**config.mk**
```make
export PLATFORM = sky130hd
export DESIGN_NAME = lru_complete_entry_cache_table
export DESIGN_NICKNAME = d
export VERILOG_FILES = /design/src/design/lcec_pkg.sv /design/src/design/lcec_cell.sv /design/src/design/lru_complete_entry_cache_table.sv
export SDC_FILE = /design/constraint.sdc
export NUM_CORES = 2
export LEC_CHECK = 0
export BUFFER_PORTS_ARGS = -buffer_cell sky130_fd_sc_hd__buf_2
export CAP_MARGIN = 10
export CORE_ASPECT_RATIO = 1.4
export CORE_MARGIN = 1.5
export CORE_UTILIZATION = 50
export CTS_CLUSTER_DIAMETER = 100
export DETAILED_ROUTE_END_ITERATION = 12
export GPL_TIMING_DRIVEN = 0
export PLACE_DENSITY = 0.75
export SETUP_SLACK_MARGIN = 0.5
export SYNTH_ARGS = -nofsm -noshare
export SYNTH_HDL_FRONTEND = slang
export SYNTH_SLANG_ARGS = --single-unit
```
**constraint.sdc**
```tcl
create_clock -name clk -period 5.6 [get_ports clk]
set_input_delay 0 -clock clk [delete_from_list [all_inputs] [get_ports clk]]
set_output_delay 0 -clock clk [all_outputs]
set_load 0.01 [all_outputs]
```
**src/design/lcec_pkg.sv**
```systemverilog
// Package for the LRU complete-entry cache table.
// Holds sizes, opcode, status and update codes, and the search record type.
// No dependencies.
package lcec_pkg;

  localparam int ENTRIES  = 16;
  localparam int TAG_BITS = 32;

  localparam int OP_W     = 2;
  localparam int KEY_W    = 32;
  localparam int STAMP_W  = 32;
  localparam int SLOT_W   = 4;
  localparam int STATUS_W = 3;
  localparam int EVICT_W  = 32;

  localparam int IDX_W = (ENTRIES > 1) ? $clog2(ENTRIES) : 1;
  localparam int CNT_W = $clog2(ENTRIES + 1);

  localparam logic [OP_W-1:0] OP_FIND       = 2'd0;
  localparam logic [OP_W-1:0] OP_ADD        = 2'd1;
  localparam logic [OP_W-1:0] OP_GET_OR_ADD = 2'd2;
  localparam logic [OP_W-1:0] OP_MARK       = 2'd3;

  localparam logic [STATUS_W-1:0] ST_HIT        = 3'd0;
  localparam logic [STATUS_W-1:0] ST_FREE       = 3'd1;
  localparam logic [STATUS_W-1:0] ST_REPLACED   = 3'd2;
  localparam logic [STATUS_W-1:0] ST_NOT_STORED = 3'd3;
  localparam logic [STATUS_W-1:0] ST_MISS_DONE  = 3'd4;

  typedef enum logic [1:0] {
    UPD_NONE,
    UPD_FILL,
    UPD_TOUCH,
    UPD_MARK
  } upd_kind_t;

  typedef struct packed {
    upd_kind_t            kind;
    logic [IDX_W-1:0]     idx;
    logic [TAG_BITS-1:0]  tag;
    logic [STAMP_W-1:0]   stamp;
  } upd_t;

  typedef struct packed {
    logic                 hit;
    logic [IDX_W-1:0]     hit_idx;
    logic                 free;
    logic [IDX_W-1:0]     free_idx;
    logic                 cand;
    logic [IDX_W-1:0]     cand_idx;
    logic [STAMP_W-1:0]   cand_stamp;
    logic [TAG_BITS-1:0]  cand_tag;
  } rec_t;

  localparam rec_t REC_INIT = '0;

endpackage

```
**src/design/lcec_cell.sv**
```systemverilog
// One slot of the LRU complete-entry cache table.
// Holds tag, stamp, valid and complete; folds itself into the passing search record.
// Depends on lcec_pkg.
module lcec_cell (
  input  logic                        clk,
  input  logic                        rst_n,
  input  logic [lcec_pkg::IDX_W-1:0]  my_idx,
  input  logic [lcec_pkg::TAG_BITS-1:0] key,
  input  lcec_pkg::rec_t              rec_in,
  output lcec_pkg::rec_t              rec_out,
  input  lcec_pkg::upd_t              upd,
  output logic                        valid_o
);
  import lcec_pkg::*;

  logic                valid_r;
  logic                complete_r;
  logic [TAG_BITS-1:0] tag_r;
  logic [STAMP_W-1:0]  stamp_r;
  rec_t                rec_nxt;
  rec_t                rec_r;
  logic                sel;

  assign sel = (upd.idx == my_idx);

  always_comb begin
    rec_nxt = rec_in;
    if (!rec_in.hit && valid_r && (tag_r == key)) begin
      rec_nxt.hit     = 1'b1;
      rec_nxt.hit_idx = my_idx;
    end
    if (!rec_in.free && !valid_r) begin
      rec_nxt.free     = 1'b1;
      rec_nxt.free_idx = my_idx;
    end
    if (valid_r && complete_r && (!rec_in.cand || (stamp_r < rec_in.cand_stamp))) begin
      rec_nxt.cand       = 1'b1;
      rec_nxt.cand_idx   = my_idx;
      rec_nxt.cand_stamp = stamp_r;
      rec_nxt.cand_tag   = tag_r;
    end
  end

  always_ff @(posedge clk) begin
    rec_r <= rec_nxt;
  end

  always_ff @(posedge clk) begin
    if (!rst_n) begin
      valid_r    <= 1'b0;
      complete_r <= 1'b0;
    end else if (sel) begin
      unique case (upd.kind)
        UPD_FILL: begin
          valid_r    <= 1'b1;
          complete_r <= 1'b0;
        end
        UPD_MARK:  complete_r <= 1'b1;
        UPD_TOUCH,
        UPD_NONE: ;
        default: ;
      endcase
    end
  end

  always_ff @(posedge clk) begin
    if (sel && (upd.kind == UPD_FILL)) begin
      tag_r   <= upd.tag;
      stamp_r <= upd.stamp;
    end else if (sel && (upd.kind == UPD_TOUCH)) begin
      stamp_r <= upd.stamp;
    end
  end

  assign rec_out = rec_r;
  assign valid_o = valid_r;

endmodule

```
**src/design/lru_complete_entry_cache_table.sv**
```systemverilog
// Top level of the LRU complete-entry cache table.
// Request capture, scan sequencing and the update decision over a chain of lcec_cell.
// Depends on lcec_pkg and lcec_cell.
//
// For each item the search record walks the chain of slot cells one cell per cycle;
// then the chosen slot is decided and written while the result is registered, and
// busy drops. The result shows on out_valid for exactly one cycle, in the first
// cycle in which busy is low again; the receiver cannot stall it. A new start is
// taken at the edge that ends that cycle.
module lru_complete_entry_cache_table
  import lcec_pkg::*;
(
  input  logic                   clk,
  input  logic                   rst_n,
  input  logic                   start,
  output logic                   busy,
  input  logic [OP_W-1:0]        in_opcode,
  input  logic [KEY_W-1:0]       in_key_tag,
  input  logic [STAMP_W-1:0]     in_now,
  input  logic [SLOT_W-1:0]      in_target_slot,
  output logic                   out_valid,
  output logic [STATUS_W-1:0]    out_status,
  output logic [SLOT_W-1:0]      out_slot_index,
  output logic [EVICT_W-1:0]     out_evicted_tag
);

  logic                busy_r;
  logic                out_valid_r;
  logic [CNT_W-1:0]    cnt_r;
  logic [OP_W-1:0]     op_r;
  logic [TAG_BITS-1:0] key_r;
  logic [STAMP_W-1:0]  now_r;
  logic [SLOT_W-1:0]   target_r;
  logic [STATUS_W-1:0] status_r, status_nxt;
  logic [SLOT_W-1:0]   slot_r, slot_nxt;
  logic [EVICT_W-1:0]  evict_r, evict_nxt;

  rec_t                chain [ENTRIES];
  logic [ENTRIES-1:0]  valid_vec;
  rec_t                fin;
  upd_t                upd;
  logic                accept;
  logic                commit;
  logic                tgt_ok;

  assign accept = start && !busy_r;
  assign commit = busy_r && (cnt_r == CNT_W'(ENTRIES));
  assign fin    = chain[ENTRIES-1];

  genvar g;
  generate
    for (g = 0; g < ENTRIES; g++) begin : g_cell
      if (g == 0) begin : g_first
        lcec_cell u_cell (
          .clk     (clk),
          .rst_n   (rst_n),
          .my_idx  (IDX_W'(g)),
          .key     (key_r),
          .rec_in  (REC_INIT),
          .rec_out (chain[g]),
          .upd     (upd),
          .valid_o (valid_vec[g])
        );
      end else begin : g_next
        lcec_cell u_cell (
          .clk     (clk),
          .rst_n   (rst_n),
          .my_idx  (IDX_W'(g)),
          .key     (key_r),
          .rec_in  (chain[g-1]),
          .rec_out (chain[g]),
          .upd     (upd),
          .valid_o (valid_vec[g])
        );
      end
    end
  endgenerate

  assign tgt_ok = (32'(target_r) < ENTRIES) && valid_vec[IDX_W'(target_r)];

  always_comb begin
    upd.kind   = UPD_NONE;
    upd.idx    = '0;
    upd.tag    = key_r;
    upd.stamp  = now_r;
    status_nxt = ST_MISS_DONE;
    slot_nxt   = '0;
    evict_nxt  = '0;
    if (op_r == OP_MARK) begin
      if (tgt_ok) begin
        upd.kind   = UPD_MARK;
        upd.idx    = IDX_W'(target_r);
        status_nxt = ST_MISS_DONE;
        slot_nxt   = target_r;
      end else begin
        status_nxt = ST_NOT_STORED;
      end
    end else if (fin.hit && (op_r != OP_ADD)) begin
      upd.kind   = UPD_TOUCH;
      upd.idx    = fin.hit_idx;
      status_nxt = ST_HIT;
      slot_nxt   = SLOT_W'(fin.hit_idx);
    end else if (op_r == OP_FIND) begin
      status_nxt = ST_MISS_DONE;
    end else if (fin.free) begin
      upd.kind   = UPD_FILL;
      upd.idx    = fin.free_idx;
      status_nxt = ST_FREE;
      slot_nxt   = SLOT_W'(fin.free_idx);
    end else if (fin.cand) begin
      upd.kind   = UPD_FILL;
      upd.idx    = fin.cand_idx;
      status_nxt = ST_REPLACED;
      slot_nxt   = SLOT_W'(fin.cand_idx);
      evict_nxt  = EVICT_W'(fin.cand_tag);
    end else begin
      status_nxt = ST_NOT_STORED;
    end
    if (!commit) begin
      upd.kind = UPD_NONE;
    end
  end

  always_ff @(posedge clk) begin
    if (!rst_n) begin
      busy_r      <= 1'b0;
      out_valid_r <= 1'b0;
      cnt_r       <= '0;
    end else begin
      out_valid_r <= commit;
      if (accept) begin
        busy_r <= 1'b1;
        cnt_r  <= '0;
      end else if (commit) begin
        busy_r <= 1'b0;
      end else if (busy_r) begin
        cnt_r <= cnt_r + 1'b1;
      end
    end
  end

  always_ff @(posedge clk) begin
    if (accept) begin
      op_r     <= in_opcode;
      key_r    <= TAG_BITS'(in_key_tag);
      now_r    <= in_now;
      target_r <= in_target_slot;
    end
    if (commit) begin
      status_r <= status_nxt;
      slot_r   <= slot_nxt;
      evict_r  <= evict_nxt;
    end
  end

  assign busy            = busy_r;
  assign out_valid       = out_valid_r;
  assign out_status      = status_r;
  assign out_slot_index  = slot_r;
  assign out_evicted_tag = evict_r;

endmodule
```
# ---- After elaboration in Yosys (flattened, before gate mapping)
# Cells that the tools add are included.
dict set report totals {
  reg_bits 2404
  latchBits 0
  mem_bits_rw 0
  romBits 0
  word_cells 575
  mem_count 0
}
dict set report op_classes {
  add_sub_neg 1
  multipliers 0
  div 0
  order_cmp 16
  n_eq_ne 37
  n_shift 0
  mux 74
  bitwise 3
  reduce_logical 243
}
# cell count
set op_table {}
lappend op_table {{$mux W32} 33}
lappend op_table {{$mux W64} 14}
lappend op_table {{$eq A32 B32 Y1} 16}
lappend op_table {{$lt A32 B32 Y1} 15}
lappend op_table {{$logic_and A1 B1 Y1} 112}
lappend op_table {{$mux W69} 1}
lappend op_table {{$reduce_and A2 Y1} 33}
lappend op_table {{$logic_not A1 Y1} 61}
lappend op_table {{$reduce_bool A2 Y1} 18}
lappend op_table {{$eq A4 B4 Y1 const B} 8}
lappend op_table {{$mux W5} 5}
lappend op_table {{$mux W4} 6}
lappend op_table {{$mux W6} 3}
lappend op_table {{$eq A4 B3 Y1 const B} 4}
lappend op_table {{$logic_or A1 B1 Y1} 15}
lappend op_table {{$mux W3} 4}
lappend op_table {{$eq A4 B2 Y1 const B} 2}
lappend op_table {{$eq A2 B2 Y1 const B} 3}
lappend op_table {{$add A5 B1 Y5 const B} 1}
lappend op_table {{$eq A5 B5 Y1 const B} 1}
lappend op_table {{$lt A4 B5 Y1 const B} 1}
lappend op_table {{$reduce_or A5 Y1} 1}
lappend op_table {{$bmux W1 S4} 1}
lappend op_table {{$eq A4 B1 Y1 const B} 1}
lappend op_table {{other kinds (9)} 15}

# ---- Depth between registers and ports, before layout
dict set report depth {
  word_depth 10
  ltp_mapped 12
}

# ---- Modules after synthesis
# A second synthesis with hierarchy kept.
dict set report hier_totals {
  hier_cells 6684
  area_unflattened_um2 96580.1
}
# mod instances cells_per_inst area_each_um2
set modules_own_cells {}
lappend modules_own_cells {{lcec_cell at g_cell[0].g_first.u_cell ...} 12 403 5784.3}
lappend modules_own_cells {{lcec_cell at g_cell[7].g_next.u_cell ...} 3 401 5698.0}
lappend modules_own_cells {{lcec_cell at g_cell[13].g_next.u_cell} 1 401 5813.1}
lappend modules_own_cells {lru_complete_entry_cache_table 1 244 4261.6}

# ---- Least setup slack after synthesis
# OpenSTA, ideal clock, no wires.
dict set report synth_timing {
  path_kind {flip-flop to flip-flop}
  from {register cnt_r[0]}
  to {register g_cell[15].g_next.u_cell.complete_r}
  setup_ns 0.241
  t_arrival_ns 5.052
  required_time_ns 5.359
  slack_ns 0.307
  path_stages_with_launch 9
  n_path_buf 0
  period_less_slack_ns 5.293
  cell_sequence {dfxtp_1 -> inv_1 -> ha_1 -> nor4bb_1 -> and2_1 -> o211a_1 -> nand2_1 -> nor3_1 -> o22ai_1}
}
dict set report synth_between {
  elab_chain_len 6
  elab_cells_between_ends 8
  classes_between {3 x eq/ne; 2 x mux; 3 x reduce/logical}
}
# item line
set synth_lines {}
lappend synth_lines {{start: declaration} lru_complete_entry_cache_table.sv:29} ;# logic [CNT_W-1:0] cnt_r;
lappend synth_lines {{start signal: assignment} lru_complete_entry_cache_table.sv:137} ;# cnt_r <= cnt_r + 1'b1;
lappend synth_lines {{$eq A5 B5 Y1 (*)} lru_complete_entry_cache_table.sv:47} ;# assign commit = busy_r && (cnt_r == CNT_W'(ENTRIES));
lappend synth_lines {{$logic_and A1 B1 Y1 (*)} lru_complete_entry_cache_table.sv:47}
lappend synth_lines {{net commit} lru_complete_entry_cache_table.sv:43} ;# logic commit;
lappend synth_lines {{$mux W2 (*)} lru_complete_entry_cache_table.sv:119} ;# if (!commit) begin
lappend synth_lines {{$eq A2 B2 Y1 / $eq A2 B1 Y1 (equally long branches)} lcec_cell.sv:53} ;# unique case (upd.kind)
lappend synth_lines {{$reduce_bool A2 Y1 (no line)} n/a}
lappend synth_lines {{$reduce_and A2 Y1 (no line)} n/a}
lappend synth_lines {{end signal: assignment} lcec_cell.sv:51} ;# complete_r <= 1'b0;
lappend synth_lines {{end signal: assignment} lcec_cell.sv:56} ;# complete_r <= 1'b0;
lappend synth_lines {{end signal: assignment} lcec_cell.sv:58} ;# UPD_MARK: complete_r <= 1'b1;
lappend synth_lines {{end: declaration} lcec_cell.sv:17} ;# logic complete_r;
# The timed path passes the listed nets; every way through them passes the cells marked *.
# A chain may end at the register's enable or synchronous reset.

# ---- Worst setup path after layout
dict set report layout_timing {
  from {register key_r[0]}
  to {register g_cell[9].g_next.u_cell.rec_r (netlist bit g_cell[9].g_next.u_cell.rec_out[76])}
}
dict set report layout_between {
  elab_chain_len 2
}
# item line
set layout_lines {}
lappend layout_lines {{start: declaration} lru_complete_entry_cache_table.sv:31} ;# logic [TAG_BITS-1:0] key_r;
lappend layout_lines {{start signal: assignment} lru_complete_entry_cache_table.sv:145} ;# key_r <= TAG_BITS'(in_key_tag);
lappend layout_lines {{$eq A32 B32 Y1} lcec_cell.sv:28} ;# if (!rec_in.hit && valid_r && (tag_r == key)) begin
lappend layout_lines {{$logic_and A1 B1 Y1} lcec_cell.sv:28}
lappend layout_lines {{end signal: assignment} lcec_cell.sv:45} ;# rec_r <= rec_nxt;
lappend layout_lines {{end: declaration} lcec_cell.sv:21} ;# rec_t rec_r;
# No other way between the ends.

==> impl_metrics.yaml <==
synth:
  synth-edff-count: 1133
  synth_nets: 8522
  avgSynthCellArea_um2: 12.3
  synth_cell_types: 80
  synth_warnings: 0
  ys.flop_type: "dfxtp_1"
  ys_seq_elements: 2359
  seq_area_frac_synth: 0.597
  syn_area_mm2: 0.0982
  async_flop_share: 0
  syn_inst: 7982
clocking:
  root_buffer: "clkbuf_16"
  clock_path_buffers: 4
  cts_tree: "done"
  ctsResizeCount: 0
  numClockSinks: 2359
  cts_made_buffers: 226
  htreeDepth: 4
  clk_latency_ns: 0.89
  path_clk_slew_ns: 0.07
worst_hold_path:
  hp-class: "in2reg"
power_and_ir_drop:
  pwr-share-seq: 0.537
  p_int_mw: 26.7
  p_sw_mw: 7.41
  powerDensity_mw_per_mm2: 304
  swShare: 0.217
  pwr-share-comb: 0.024
  power_frac_clock: 0.439
  vdd_drop_max_mv: 0.278
  p_leak_nw: 40.3
placement:
  dp.cells: 10800
  gp_congestion: 1.04
  portBuffers: 112
  postPlaceCellArea_mm2: 0.103
  dp_hpwl_um: 239000
sta:
  hold_viol: 0
  tns_ns: 0
  clock_skew_ns: 0.0788
  slew_headroom: 0.0142
  timing.hold.ws_ns: 0.0809
  grt_setup_unrepaired: "no"
  setup_viol: 0
  fin_crit_sh: 0.915
  drv_slew: 0
  tightest_slew_ns: 1.47
  fmax_mhz: 195
  fin_crit_ns: 5.12
floorplanning:
  core_area_mm2: 0.195
  die_w_um: 377
  die_h_um: 527
  dieArea_mm2: 0.199
  num_io_pins: 114
  start_util: 0.503
  rows: 192
global_route:
  grt_pass1_wl_um: 458000
  grt_start_max_net_pins: 42
  grt.overflow.total: 0
  antenna_found_initial: 14
  grt_pass1_vias: 69600
  track_usage: 0.317
drt:
  post_drt_wl_per_cell_um: 28.1
  first_iter_violations: 5754
  route.detailed.drc: 0
  vias: 67400
  routed_wl_um: 319000
  dr.pass1.iters: 12
  antenna_left: 0
  via_per_inst: 5.94
worst_setup_path:
  cp-end-kind: "flip-flop"
  path_class: "reg2reg"
  worstPathRequired_ns: 6.35
  crit_fanout: 17
  critPathLaunchType: "flip-flop"
  crit_arrival_ns: 5.88
final_layout:
  utilization: 0.574
  drive_above_1_share: 0.150
  nets: 9065
  num-fill-cells: 15600
  stdcell_count: 11300
  area_delta_synth_final_pct: 14.2
  design_area_mm2: 0.112
run_status:
  status: "complete, but fails checks"
  violations: "max-capacitance violations"
flow_run:
  max_cap_violations: 1
==> per-layer routing <==
metal  wire [µm]  vias up  global-route usage
li1            -    30100                   -
met1      109000    33100               0.335
met2      161000     3123               0.562
met3       21900     1070              0.0535
met4       27300        4               0.234
met5          26        -                   0
==> flip-flops by register name, indices dropped and copies added, names as in the netlist, 32 cells and up <==
signal / cells
g_cell.g_first.u_cell.rec_out: 67
g_cell.g_first.u_cell.stamp_r: 32
g_cell.g_first.u_cell.tag_r: 32
g_cell.g_next.u_cell.rec_out: 1120
g_cell.g_next.u_cell.stamp_r: 480
g_cell.g_next.u_cell.tag_r: 480
key_r: 32
now_r: 32
out_evicted_tag: 32
==> per-stage QoR <==
step                      power [mW]  setup slack [ns]
after floorplan                 18.8              1.36
after global placement          19.3             -1.27
after detailed placement        19.4             0.442
after CTS                       34.2             0.521
after global routing            34.9             0.717
final                           34.1             0.478
==> final timing paths <==
kind,depth (start not counted),endpoint,from,slack [ns]
max,7,g_cell[9].g_next.u_cell.rec_out[76],key_r[0],0.48
min,4,busy,start,0.08
max reg2reg,7,g_cell[9].g_next.u_cell.rec_out[76],key_r[0],0.48
min reg2reg,1,g_cell[14].g_next.u_cell.rec_out[67],g_cell[13].g_next.u_cell.rec_out[67],0.37
==> placed cells by master (no fill, tap or decap), types with 27 or more instances in the layout <==
master | Yosys | routed
nor2_1 | 128 | 108
ha_1 | 467 | 467
nor2_4 | 4 | 28
o21ai_0 | 208 | 208
nand2_1 | 537 | 537
clkbuf_1 | 332 | 364
clkinv_2 | 0 | 45
a31oi_1 | 235 | 235
xor2_1 | 105 | 105
and2_1 | 64 | 63
o211ai_1 | 53 | 53
mux2_1 | 109 | 109
nand3b_1 | 256 | 256
nand3_1 | 363 | 363
and3_1 | 70 | 70
dlygate4sd3_1 | 0 | 142
o311ai_0 | 128 | 126
nor4_1 | 46 | 46
buf_2 | 41 | 158
xnor2_1 | 404 | 404
nand2b_1 | 88 | 88
nor2b_1 | 27 | 27
dfxtp_1 | 1226 | 1226
a21oi_1 | 105 | 105
clkbuf_16 | 0 | 230
mux2_2 | 565 | 565
nand4_1 | 309 | 309
a21o_1 | 45 | 45
nor3_1 | 63 | 61
inv_1 | 490 | 489
a211oi_1 | 34 | 34
edfxtp_1 | 1133 | 1133
o221a_2 | 31 | 31
or2_2 | 39 | 39
buf_1 | 39 | 35
==> Yosys cell counts (88+ instances only) <==
library cell  count  area share
nand4_1         309       0.020
xnor2_1         404       0.036
nand2_1         537       0.021
o311ai_0        128       0.011
nor2_1          128      0.0049
o21ai_0         208       0.011
mux2_2          565       0.065
a31oi_1         235       0.015
mux2_1          109       0.013
nand3_1         363       0.019
a21oi_1         105      0.0054
nand2b_1         88      0.0056
clkbuf_1        332       0.013
xor2_1          105      0.0094
edfxtp_1       1133        0.35
nand3b_1        256       0.020
ha_1            467       0.060
inv_1           490       0.019
dfxtp_1        1226        0.25
==> cell families after synthesis <==
group,count (synthesis),share of synthesized area
AOI/OAI and AO/OA,963,0.0673
xor gates and xnor gates,509,0.0454
adders and majority gates,467,0.0595
buffers and inverters,937,0.0382
DFF,2359,0.597
muxes,683,0.0789
and+or+nand+nor,2064,0.114
==> critical path, stage by stage (launching register included) <==
cell and delay [ns]:
edfxtp_1 1.04, clkbuf_1 0.60, buf_1 0.98, xnor2_1 0.48, nand4_1 0.19, nor4_1 0.82, nand3_1 0.50, and2_1 0.34
==> area by class of cell <==
| cell class | count | area, µm² | share of cell area |
|---|---|---|---|
| Clock buffer | 300 | 6260 | 0.0558 |
| Antenna cell | 14 | 35.0 | 0.000313 |
| Buffer | 444 | 1920 | 0.0172 |
| Inverter | 492 | 1850 | 0.0165 |
| Tap cell | 2619 | 3280 | 0.0292 |
| Timing Repair Buffer | 316 | 3220 | 0.0287 |
| Clock inverter | 115 | 925 | 0.00825 |
| Multi-Input combinational cell | 4686 | 36100 | 0.322 |
| Sequential cell | 2359 | 58600 | 0.522 |
==> power by group through the flow <==
stage | registers [mW] | logic (mW) | clock network, mW
detailed placement | 18.7 | 0.673 | 0
global route | 18.3 | 0.820 | 15.7
CTS | 18.3 | 0.759 | 15.1
finish | 18.3 | 0.817 | 15.0
floorplan | 18.5 | 0.292 | 0
global placement | 18.8 | 0.592 | 0
==> timing repair <==
item / 4_1_cts / 5_1_grt
setup buffers: 2 / 0
hold endpoints to repair: 109 / 0
hold buffers: 142 / 0
setup endpoints to repair: 2 / 0
Power figures use the tool's default switching activity.
